**src/hdl/smfs_pkg.sv**
```systemverilog
// package for the spacecraft mode and fault supervisor
// transaction types, opcode, mode, ack and register index codes
// no dependencies
`timescale 1ns / 1ps
`default_nettype none

package smfs_pkg;

  localparam logic [2:0] OP_TICK        = 3'd0;
  localparam logic [2:0] OP_PING        = 3'd1;
  localparam logic [2:0] OP_STATUS      = 3'd2;
  localparam logic [2:0] OP_RESET       = 3'd3;
  localparam logic [2:0] OP_SET_MODE    = 3'd4;
  localparam logic [2:0] OP_RESET_FAULT = 3'd5;
  localparam logic [2:0] OP_INJECT      = 3'd6;
  localparam logic [2:0] OP_CLEAR       = 3'd7;

  localparam logic [1:0] MODE_BOOT   = 2'd0;
  localparam logic [1:0] MODE_NORMAL = 2'd1;
  localparam logic [1:0] MODE_SAFE   = 2'd2;
  localparam logic [1:0] MODE_FAULT  = 2'd3;

  localparam logic [1:0] ACK_OK       = 2'd0;
  localparam logic [1:0] ACK_INVALID  = 2'd1;
  localparam logic [1:0] ACK_REJECTED = 2'd2;

  localparam logic CFG_INIT_BATTERY = 1'b0;
  localparam logic CFG_INIT_TEMP    = 1'b1;

  localparam logic [6:0]        BATTERY_FULL = 7'd100;
  localparam logic signed [7:0] TEMP_RESET   = 8'sd22;

  typedef struct packed {
    logic [2:0]  opcode;
    logic [31:0] delta_ms;
    logic        mode_present;
    logic [1:0]  mode_req;
    logic        fault_present;
    logic [3:0]  fault_code;
  } smfs_in_t;

  typedef struct packed {
    logic              is_telemetry;
    logic [2:0]        command_echo;
    logic [1:0]        ack_status;
    logic [31:0]       timestamp_out;
    logic [31:0]       sequence_out;
    logic [1:0]        mode_out;
    logic [6:0]        battery_out;
    logic signed [7:0] temperature_out;
    logic [7:0]        fault_flags_out;
    logic [31:0]       uptime_out;
  } smfs_out_t;

endpackage

`default_nettype wire

```
**src/hdl/smfs_modred.sv**
```systemverilog
// input pipeline: registers transactions and reduces delta_ms modulo the drain period
// reciprocal multiply, back multiply and one correction; depends on smfs_pkg
`timescale 1ns / 1ps
`default_nettype none

module smfs_modred
  import smfs_pkg::*;
#(
  parameter int unsigned DRAIN_PERIOD_MS = 1000,
  parameter int unsigned RES_W           = 10
) (
  input  wire logic             clk,
  input  wire logic             rst_n,
  input  wire logic             adv,
  input  wire logic             in_valid,
  input  wire smfs_in_t         in_data,
  output logic                  st_valid,
  output smfs_in_t              st_data,
  output logic [RES_W-1:0]      el_mod
);

  localparam logic [32:0]      RECIP = 33'((64'd1 << 32) / DRAIN_PERIOD_MS);
  localparam logic [RES_W:0]   PW    = (RES_W + 1)'(DRAIN_PERIOD_MS);
  localparam logic [31+RES_W:0] PQ   = (32 + RES_W)'(DRAIN_PERIOD_MS);

  logic                v1_r, v2_r, v3_r;
  smfs_in_t            d1_r, d2_r, d3_r;
  logic [31:0]         q2_r, q2_nxt;
  logic [RES_W:0]      r3_r, r3_nxt;
  logic [64:0]         prod1;
  logic [31+RES_W:0]   qp;
  logic [31:0]         r_full;
  logic [RES_W:0]      r_fix;

  // quotient estimate, at most one short of the true quotient
  assign prod1  = {33'd0, d1_r.delta_ms} * {32'd0, RECIP};
  assign q2_nxt = prod1[63:32];

  assign qp     = (32 + RES_W)'(q2_r) * PQ;
  assign r_full = d2_r.delta_ms - qp[31:0];
  assign r3_nxt = r_full[RES_W:0];

  assign r_fix  = (r3_r >= PW) ? (r3_r - PW) : r3_r;
  assign el_mod = r_fix[RES_W-1:0];

  assign st_valid = v3_r;
  assign st_data  = d3_r;

  always_ff @(posedge clk) begin
    if (!rst_n) begin
      v1_r <= 1'b0;
      v2_r <= 1'b0;
      v3_r <= 1'b0;
    end else if (adv) begin
      v1_r <= in_valid;
      v2_r <= v1_r;
      v3_r <= v2_r;
    end
  end

  always_ff @(posedge clk) begin
    if (adv) begin
      d1_r <= in_data;
      d2_r <= d1_r;
      q2_r <= q2_nxt;
      d3_r <= d2_r;
      r3_r <= r3_nxt;
    end
  end

endmodule

`default_nettype wire

```
**src/hdl/smfs_core.sv**
```systemverilog
// supervisor state, configuration registers and result register
// one transaction updates the state per cycle unless a waiting result is stalled; depends on smfs_pkg
`timescale 1ns / 1ps
`default_nettype none

module smfs_core
  import smfs_pkg::*;
#(
  parameter int unsigned DRAIN_PERIOD_MS = 1000,
  parameter int unsigned FAULT_BITS      = 8,
  parameter int unsigned RES_W           = 10
) (
  input  wire logic             clk,
  input  wire logic             rst_n,
  input  wire logic             cfg_wen,
  input  wire logic             cfg_index,
  input  wire logic [7:0]       cfg_wdata,
  input  wire logic             st_valid,
  input  wire smfs_in_t         st_data,
  input  wire logic [RES_W-1:0] el_mod,
  input  wire logic             out_stall,
  output logic                  adv,
  output logic                  out_valid,
  output smfs_out_t             out_data
);

  localparam logic [RES_W:0] PW       = (RES_W + 1)'(DRAIN_PERIOD_MS);
  localparam logic [RES_W:0] WRAP_RES = (RES_W + 1)'((64'd1 << 32) % DRAIN_PERIOD_MS);

  logic [6:0]            init_batt_r;
  logic signed [7:0]     init_temp_r;
  logic [1:0]            mode_r, mode_nxt;
  logic                  boot_r, boot_nxt;
  logic [FAULT_BITS-1:0] flags_r, flags_nxt;
  logic [31:0]           ts_r, ts_nxt;
  logic [31:0]           up_r, up_nxt;
  logic [31:0]           seq_r, seq_nxt;
  logic [6:0]            batt_r, batt_nxt;
  logic signed [7:0]     temp_r, temp_nxt;
  logic [RES_W-1:0]      res_r, res_nxt;
  logic                  out_valid_r;
  smfs_out_t             out_r, out_nxt;

  logic [RES_W:0]        res_sum;
  logic [RES_W:0]        res_fix;
  logic [32:0]           up_sum;
  logic [RES_W:0]        res_wrap;
  logic [3:0]            code_m1;
  logic                  code_ok;
  logic [FAULT_BITS-1:0] fbit;
  logic [1:0]            ack;
  logic [1:0]            shown;
  logic [FAULT_BITS+7:0] flags_ext;

  assign adv       = !out_valid_r || !out_stall;
  assign out_valid = out_valid_r;
  assign out_data  = out_r;

  assign res_sum = {1'b0, res_r} + {1'b0, el_mod};
  assign res_fix = (res_sum >= PW) ? (res_sum - PW) : res_sum;

  // uptime wrap drops 2^32, which shifts the residue back by 2^32 mod the period
  assign up_sum   = {1'b0, up_r} + {1'b0, st_data.delta_ms};
  assign res_wrap = !up_sum[32]          ? res_fix :
                    (res_fix >= WRAP_RES) ? (res_fix - WRAP_RES) :
                                            (res_fix + PW - WRAP_RES);

  assign code_m1 = st_data.fault_code - 4'd1;
  assign code_ok = st_data.fault_present && (st_data.fault_code != 4'd0)
                   && (32'(st_data.fault_code) <= 32'(FAULT_BITS));

  always_comb begin
    for (int i = 0; i < FAULT_BITS; i++) begin
      fbit[i] = (32'(code_m1) == 32'(i));
    end
  end

  always_comb begin
    mode_nxt  = mode_r;
    boot_nxt  = boot_r;
    flags_nxt = flags_r;
    ts_nxt    = ts_r;
    up_nxt    = up_r;
    seq_nxt   = seq_r;
    batt_nxt  = batt_r;
    temp_nxt  = temp_r;
    res_nxt   = res_r;
    ack       = ACK_OK;
    shown     = mode_r;

    unique case (st_data.opcode)
      OP_TICK: begin
        ts_nxt  = ts_r + st_data.delta_ms;
        up_nxt  = up_sum[31:0];
        seq_nxt = seq_r + 32'd1;
        res_nxt = res_wrap[RES_W-1:0];
        if (boot_r) begin
          if ((up_nxt != 32'd0) && (res_wrap == '0) && (batt_r != 7'd0)) begin
            batt_nxt = batt_r - 7'd1;
          end
          if ((flags_r != '0) && (mode_r == MODE_NORMAL)) begin
            mode_nxt = MODE_SAFE;
          end
        end
        shown = mode_nxt;
        if (!boot_r) begin
          boot_nxt = 1'b1;
          mode_nxt = MODE_NORMAL;
        end
      end
      OP_PING, OP_STATUS: begin
      end
      OP_RESET: begin
        mode_nxt  = MODE_BOOT;
        boot_nxt  = 1'b0;
        flags_nxt = '0;
        ts_nxt    = 32'd0;
        up_nxt    = 32'd0;
        seq_nxt   = 32'd0;
        res_nxt   = '0;
        batt_nxt  = (init_batt_r > BATTERY_FULL) ? BATTERY_FULL : init_batt_r;
        temp_nxt  = init_temp_r;
      end
      OP_SET_MODE: begin
        if (!st_data.mode_present) begin
          ack = ACK_INVALID;
        end else if ((flags_r != '0) && (st_data.mode_req == MODE_NORMAL)) begin
          ack = ACK_REJECTED;
        end else begin
          mode_nxt = st_data.mode_req;
        end
      end
      OP_RESET_FAULT: begin
        flags_nxt = '0;
        if ((mode_r == MODE_SAFE) || (mode_r == MODE_FAULT)) begin
          mode_nxt = MODE_NORMAL;
        end
      end
      OP_INJECT: begin
        if (!code_ok) begin
          ack = ACK_INVALID;
        end else begin
          flags_nxt = flags_r | fbit;
          if (mode_r == MODE_NORMAL) begin
            mode_nxt = MODE_SAFE;
          end
        end
      end
      OP_CLEAR: begin
        if (!code_ok) begin
          ack = ACK_INVALID;
        end else begin
          flags_nxt = flags_r & ~fbit;
          if ((flags_nxt == '0) && (mode_r == MODE_SAFE)) begin
            mode_nxt = MODE_NORMAL;
          end
        end
      end
      default: begin
      end
    endcase

    if (st_data.opcode != OP_TICK) begin
      shown = mode_nxt;
    end
  end

  assign flags_ext = {8'd0, flags_nxt};

  always_comb begin
    out_nxt.is_telemetry    = (st_data.opcode == OP_TICK);
    out_nxt.command_echo    = st_data.opcode;
    out_nxt.ack_status      = ack;
    out_nxt.timestamp_out   = ts_nxt;
    out_nxt.sequence_out    = seq_nxt;
    out_nxt.mode_out        = shown;
    out_nxt.battery_out     = batt_nxt;
    out_nxt.temperature_out = temp_nxt;
    out_nxt.fault_flags_out = flags_ext[7:0];
    out_nxt.uptime_out      = up_nxt;
  end

  always_ff @(posedge clk) begin
    if (!rst_n) begin
      init_batt_r <= BATTERY_FULL;
      init_temp_r <= TEMP_RESET;
    end else if (cfg_wen) begin
      unique case (cfg_index)
        CFG_INIT_BATTERY: init_batt_r <= cfg_wdata[6:0];
        CFG_INIT_TEMP:    init_temp_r <= cfg_wdata;
        default: begin
        end
      endcase
    end
  end

  always_ff @(posedge clk) begin
    if (!rst_n) begin
      mode_r      <= MODE_BOOT;
      boot_r      <= 1'b0;
      flags_r     <= '0;
      ts_r        <= 32'd0;
      up_r        <= 32'd0;
      seq_r       <= 32'd0;
      batt_r      <= BATTERY_FULL;
      temp_r      <= TEMP_RESET;
      res_r       <= '0;
      out_valid_r <= 1'b0;
    end else if (adv) begin
      out_valid_r <= st_valid;
      if (st_valid) begin
        mode_r  <= mode_nxt;
        boot_r  <= boot_nxt;
        flags_r <= flags_nxt;
        ts_r    <= ts_nxt;
        up_r    <= up_nxt;
        seq_r   <= seq_nxt;
        batt_r  <= batt_nxt;
        temp_r  <= temp_nxt;
        res_r   <= res_nxt;
      end
    end
  end

  always_ff @(posedge clk) begin
    if (adv && st_valid) begin
      out_r <= out_nxt;
    end
  end

endmodule

`default_nettype wire

```
**src/hdl/spacecraft_mode_fault_supervisor.sv**
```systemverilog
// spacecraft mode and fault supervisor, top level
// a result passes the three input stages for the drain-period residue and then the
// result register; the edge that accepts a transaction loads the first input stage
// throughput: one transaction per cycle; the whole pipeline holds only while out_stall
// holds a waiting result; pipeline data and result registers have no reset
// reset: synchronous rst_n clears all other state, registers load 100 and 22, no clearing pass
`timescale 1ns / 1ps
`default_nettype none

module spacecraft_mode_fault_supervisor
  import smfs_pkg::*;
#(
  parameter int unsigned DRAIN_PERIOD_MS = 1000,
  parameter int unsigned FAULT_BITS      = 8
) (
  input  wire logic       clk,
  input  wire logic       rst_n,
  input  wire logic       cfg_wen,
  input  wire logic       cfg_index,
  input  wire logic [7:0] cfg_wdata,
  input  wire logic       in_valid,
  output logic            in_stall,
  input  wire smfs_in_t   in_data,
  output logic            out_valid,
  input  wire logic       out_stall,
  output smfs_out_t       out_data
);

  localparam int unsigned RES_W = $clog2(DRAIN_PERIOD_MS + 1);

  logic             adv;
  logic             st_valid;
  smfs_in_t         st_data;
  logic [RES_W-1:0] el_mod;

  assign in_stall = !adv;

  smfs_modred #(
    .DRAIN_PERIOD_MS (DRAIN_PERIOD_MS),
    .RES_W           (RES_W)
  ) u_modred (
    .clk      (clk),
    .rst_n    (rst_n),
    .adv      (adv),
    .in_valid (in_valid),
    .in_data  (in_data),
    .st_valid (st_valid),
    .st_data  (st_data),
    .el_mod   (el_mod)
  );

  smfs_core #(
    .DRAIN_PERIOD_MS (DRAIN_PERIOD_MS),
    .FAULT_BITS      (FAULT_BITS),
    .RES_W           (RES_W)
  ) u_core (
    .clk       (clk),
    .rst_n     (rst_n),
    .cfg_wen   (cfg_wen),
    .cfg_index (cfg_index),
    .cfg_wdata (cfg_wdata),
    .st_valid  (st_valid),
    .st_data   (st_data),
    .el_mod    (el_mod),
    .out_stall (out_stall),
    .adv       (adv),
    .out_valid (out_valid),
    .out_data  (out_data)
  );

endmodule

`default_nettype wire

```
**config.mk**
```make
export PLATFORM = sky130hd
export DESIGN_NAME = spacecraft_mode_fault_supervisor
export DESIGN_NICKNAME = d
export VERILOG_FILES = /design/src/hdl/smfs_pkg.sv /design/src/hdl/smfs_modred.sv /design/src/hdl/smfs_core.sv /design/src/hdl/spacecraft_mode_fault_supervisor.sv
export SDC_FILE = /design/constraint.sdc
export NUM_CORES = 2
export LEC_CHECK = 0
export BUFFER_PORTS_ARGS = -buffer_cell sky130_fd_sc_hd__buf_2
export CORE_UTILIZATION = 50
export DETAILED_ROUTE_END_ITERATION = 8
export PLACE_DENSITY = 0.73
export SLEW_MARGIN = 10
export SYNTH_ARGS = -nofsm -noshare
export SYNTH_HDL_FRONTEND = slang
export SYNTH_SLANG_ARGS = --single-unit
```
**constraint.sdc**
```tcl
create_clock -name clk -period 23.6 [get_ports clk]
set_clock_uncertainty 0.05 [all_clocks]
set_input_delay 4.72 -clock clk [delete_from_list [all_inputs] [get_ports clk]]
set_output_delay 4.72 -clock clk [all_outputs]
set_load 0.05 [all_outputs]
```
* Yosys cells after proc, flatten, opt, wreduce, memory -nomap -nowiden
Cells that the tools add are included.
** Word-level totals
- Bits in registers :: 441
- Bits in latches :: 0
- Memory bits (writable) :: 0
- ROM bits :: 0
- Bits of input ports :: 57
- Output and inout port bits :: 129
- Word-level logic and storage cells :: 147
- Memories :: 0
** Cells by class
- $add $sub $neg :: 12
- $mul :: 2
- Div/mod/pow operators :: 0
- Order comparisons :: 5
- Equality and inequality tests :: 16
- Shifts and indexed selects :: 0
- Muxes and demuxes :: 34
- Bitwise gates (word level) :: 4
- Reduce and logical (&&, ||, !) cells :: 29
** Operators by type and width (count)
- one-hot mux 32 bit (2 select lines) :: 3
- multiplier 32 x 23 -> 55 bit, second input constant :: 1
- adder 32 x 32 -> 33 bit :: 1
- 2-to-1 mux 11 bit :: 3
- adder 32 x 1 -> 32 bit, second input constant :: 1
- adder 32 bit :: 1
- nonzero test 32 bit :: 1
- 2-to-1 mux 2 bit :: 14
- 2-to-1 mux 8 bit :: 3
- one-hot mux 8 bit (3 select lines) :: 1
- multiplier 23 x 7 -> 8 bit, second input constant :: 1
- greater-or-equal comparator 11 x 10 -> 1 bit, second input constant :: 2
- subtractor 11 x 9 -> 11 bit, second input constant :: 2
- 2-to-1 mux 7 bit :: 3
- one-hot mux 10 bit (2 select lines) :: 1
- == test 4 x 3 -> 1 bit, second input constant :: 4
- one-hot mux 7 bit (2 select lines) :: 1
- == test 3 bit, second input constant :: 4
- one-hot mux 2 bit (6 select lines) :: 1
- adder 10 x 10 -> 11 bit :: 1
- adder 11 x 10 -> 11 bit, second input constant :: 1
- greater-or-equal comparator 11 x 9 -> 1 bit, second input constant :: 1
- zero test 11 bit :: 1
- subtractor 11 x 10 -> 11 bit, second input constant :: 1
- other kinds (33) :: 49

* Depth between registers and ports, before layout
- Depth in word-level cells :: 15
- Depth in mapped cells :: 28
- Gate-level depth less buffers :: 28

* Cells and area by module
From an unflattened synthesis, not the netlist that was laid out.
** Unflattened totals
- Cell total of the unflattened synthesis :: 3051
- Area total of the unflattened synthesis :: 30598.1 um^2
** By module, submodules not included
- smfs_core :: times used 1, cells an instance 1742, area each 15528.6 um^2, seq. area each 6776.5 um^2
- smfs_modred :: times used 1, cells an instance 1308, area each 15065.7 um^2, seq. area each 4414.2 um^2
- spacecraft_mode_fault_supervisor :: times used 1, cells an instance 1, area each 3.8 um^2, seq. area each 0.0 um^2

* Least setup slack after synthesis
OpenSTA, ideal clock, no wires.
- Kind :: in2out
- Start point :: in out_stall
- End point :: out in_stall
- Data arrival time :: 9.203 ns
- Data required time :: 18.830 ns
- Setup slack :: 9.627 ns
- Cell stages on the path :: 2
- Buffers on the path :: 0
- Cells stage by stage :: nand2_1 inv_1
** On the way
- Cells in the longest elaborated chain, start to end :: 3
** RTL lines
- from (decl) :: RTL line spacecraft_mode_fault_supervisor.sv:25 : input wire logic out_stall,
- zero test 1 bit :: RTL line smfs_core.sv:55 : assign adv = !out_valid_r || !out_stall;
- logical OR 1 bit :: RTL line smfs_core.sv:55
- zero test 1 bit :: RTL line spacecraft_mode_fault_supervisor.sv:36 : assign in_stall = !adv;
- to (decl) :: RTL line spacecraft_mode_fault_supervisor.sv:22 : output logic in_stall,
No other way between the ends.

* Worst setup path in the final report
Same ends and word-level chain as after synthesis.

==> impl_metrics.py <==
metrics = {
    "outcome": {
        "status": "finished clean",
    },
    "worst_setup_path": {
        "reg2reg_to": "u_modred.q2_r[7]$_DFFE_PN_",
        "regToRegStartpoint": "u_modred.d1_r[14]$_DFFE_PN_",
        "critPathLaunchType": "input port",
        "regToRegSetupSlack_ns": 16.39,
        "worstSetupEndpointType": "output port",
        "crit_required_ns": 18.83,
        "setup.worst_path.class": "input port to output port",
        "crit_fanout": 52,
        "cp.arrival_ns": 5.86,
        "reg2regPathDepth": 26,
    },
    "cells_and_area": {
        "syn_to_final_growth_pct": 11.0,
        "fin_area_um2": 33600,
        "nNetsFinal": 3820,
        "drive_gt1_frac": 0.0982,
        "final_cell_mix": "inv_1, ha_1, edfxtp_1, nand2_1, nor2_1",
        "layout_commonest_cell": "inv_1",
        "diodes": 0,
    },
    "yosys": {
        "syn-num-nets": 3657,
        "ys_ff_latch": 423,
        "synth-edff-count": 272,
        "syn_area_per_cell_um2": 9.95,
        "async_flop_share": 0,
        "synth_ff_type": "edfxtp_1",
        "synth_cell_types": 86,
        "yosys_warnings": 0,
        "synth.area.top_cells": "edfxtp_1, ha_1, fa_1, dfxtp_1, inv_1",
        "netlist_instances": 3048,
        "ys_seq_area_frac": 0.369,
        "synth_top_area_cell": "edfxtp_1",
        "yosys.area.top_type_share": 0.269,
        "synth_area_um2": 30300,
    },
    "cts": {
        "clock_path_buffers": 3,
        "cts_setup_buffers": 0,
        "cts_tree": "yes",
        "cts_resized": 0,
        "clkTransAtPathRegs_ns": 0.06,
        "clock-root-buffer": "clkbuf_16",
        "cts_made_buffers": 47,
        "ctsHoldBuffers": 0,
        "cts_num_sinks": 423,
        "ctsHtreeMaxLevel": 2,
        "clkLatencyLatePin_ns": 0.61,
    },
    "global_routing": {
        "track_usage": 0.234,
        "grt_overflow": 0,
        "antenna_found_initial": 1,
        "grt_pass1_wl_mm": 113,
        "first_global_vias": 21300,
        "grt_max_degree": 106,
    },
    "min_path": {
        "hold_start": "u_modred.d2_r[29]$_DFFE_PN_",
        "hold_depth": 0,
        "min_path_type": "flop to flop",
        "whs_endpoint": "u_modred.st_data[29]$_DFFE_PN_",
    },
    "sta": {
        "worst_pin_slew_ns": 0.916,
        "timing.slew.headroom": 0.389,
        "rsz0062_at_grt": "false",
        "setup-violations-final": 0,
        "tns_ns": 0,
        "drv_slew": 0,
        "fin_crit_sh": 0.450,
        "finalHoldViolCount": 0,
        "period_needed_ns": 10.63,
        "fmax_mhz": 94.1,
    },
    "detailed_routing": {
        "ant_nets": 0,
        "viasPerCell": 5.52,
        "routedWlPerCell_um": 17.7,
        "wirelength_mm": 71.1,
        "maxUsedRoutingLayer": "met4",
        "first_iter_violations": 1600,
        "first_pass_iters": 7,
        "dr_total_vias": 22200,
        "met2RoutedLength_mm": 33.2,
        "route.detailed.drc": 0,
        "wl_met1_mm": 31.7,
        "wl_met3_mm": 4.14,
    },
    "floorplan": {
        "pin_count": 186,
        "die_h_um": 248,
        "coreArea_um2": 59500,
        "num_rows": 89,
        "start_util": 0.510,
        "dieWidth_um": 248,
        "die-area_um2": 61600,
    },
    "placement": {
        "port_buffers": 185,
        "dpl.hpwl_mm": 51.9,
        "place_area_um2": 32000,
        "gp_congestion": 0.917,
    },
    "pwr": {
        "switching_share": 0.425,
        "peakVddDrop_uv": 195,
        "switching_power_mw": 1.80,
        "p_clk_frac": 0.180,
        "power_frac_comb": 0.594,
        "cellInternalPower_mw": 2.44,
        "p_seq_frac": 0.226,
        "p_leak_nw": 15.3,
        "p_per_area_nw_per_um2": 126,
    },
    "job": {
        "drv_cap": 0,
    },
}
cells in the mapped netlist, types with 24 or more instances:
cell type    n
inv_1      483
ha_1       342
edfxtp_1   272
nand2_1    267
nor2_1     250
fa_1       210
a21oi_1    153
dfxtp_1    151
o21ai_0    104
nor3_1      95
nand3_1     87
clkbuf_1    71
xnor2_1     56
a21o_1      44
xor2_1      35
a22o_1      32
a22oi_1     31
and3_1      24
worst max-delay path by stage:
stage	endpoint	slack [ns]	cells after the start	startpoint
floorplan	in_stall	9.63	2	out_stall
detailed placement	in_stall	12.90	4	out_stall
global route	in_stall	12.87	4	out_stall
CTS	in_stall	12.90	4	out_stall
global placement	in_stall	12.95	4	out_stall
finish	in_stall	12.97	4	out_stall
stage by stage:
stage | worst slack [ns] | util | total power [mW] | cells | hold slack, ns
after floorplan | 9.63 | - | 2.88 | 3048 | 0.350
after global placement | 12.95 | 0.539 | 3.40 | 3935 | 0.350
after detailed placement | 12.90 | 0.539 | 3.47 | 3935 | 0.355
after CTS | 12.90 | 0.566 | 4.26 | 4023 | 0.362
after global routing | 12.87 | 0.566 | 4.64 | 4023 | 0.366
final | 12.97 | 0.566 | 4.24 | 4023 | 0.362
per-layer routing:
layer | track usage | vias to the layer above
met2 | 0.380 | 633
met3 | 0.0372 | 121
met5 | 0 | -
met1 | 0.320 | 10700
li1 | - | 10800
met4 | 0.0716 | 0
worst max-delay path, cell delays in order:
cell	delay (ns)
buf_2	0.12
nand2_4	0.52
inv_1	0.22
buf_2	0.27
power by group through the flow:
stage / combinational, mW / sequential, mW / clock, mW
after detailed placement: 2.49 / 0.973 / 0
after global routing: 2.87 / 0.962 / 0.804
after floorplan: 1.92 / 0.961 / 0
final: 2.52 / 0.958 / 0.764
after global placement: 2.43 / 0.971 / 0
after CTS: 2.52 / 0.957 / 0.779
sequential cells by signal, indices dropped and copies added, names as in the netlist, 10 cells and up:
signal	cells
u_core.out_data	127
u_modred.d1_r	43
u_modred.d2_r	43
u_modred.st_data	40
u_core.seq_r	32
u_core.ts_r	32
u_core.up_r	32
u_modred.r3_r	11
u_core.res_r	10
cells by family (layout without fill, tap and decap cells):
| logic type | count (synthesis) | count (layout) | synth area share |
|---|---|---|---|
| XOR/XNOR | 91 | 91 | 0.0263 |
| buffers and inverters | 571 | 773 | 0.0708 |
| adder cells (fa/ha/maj) | 552 | 552 | 0.280 |
| AND/OR/NAND/NOR | 842 | 842 | 0.126 |
| flip-flops | 423 | 423 | 0.369 |
| AO/OA/AOI/OAI | 549 | 549 | 0.121 |
| multiplexers | 20 | 20 | 0.00677 |
final cells by class:
type,count,area (µm²)
Multi-Input combinational cell,2054,17000
Tap cell,773,967
Clock inverter,26,302
Sequential cell,423,11200
Fill cell,5095,25800
Clock buffer,62,1300
Timing Repair Buffer,199,1030
Inverter,486,1830
No activity file was read; power rests on OpenSTA's default activity.
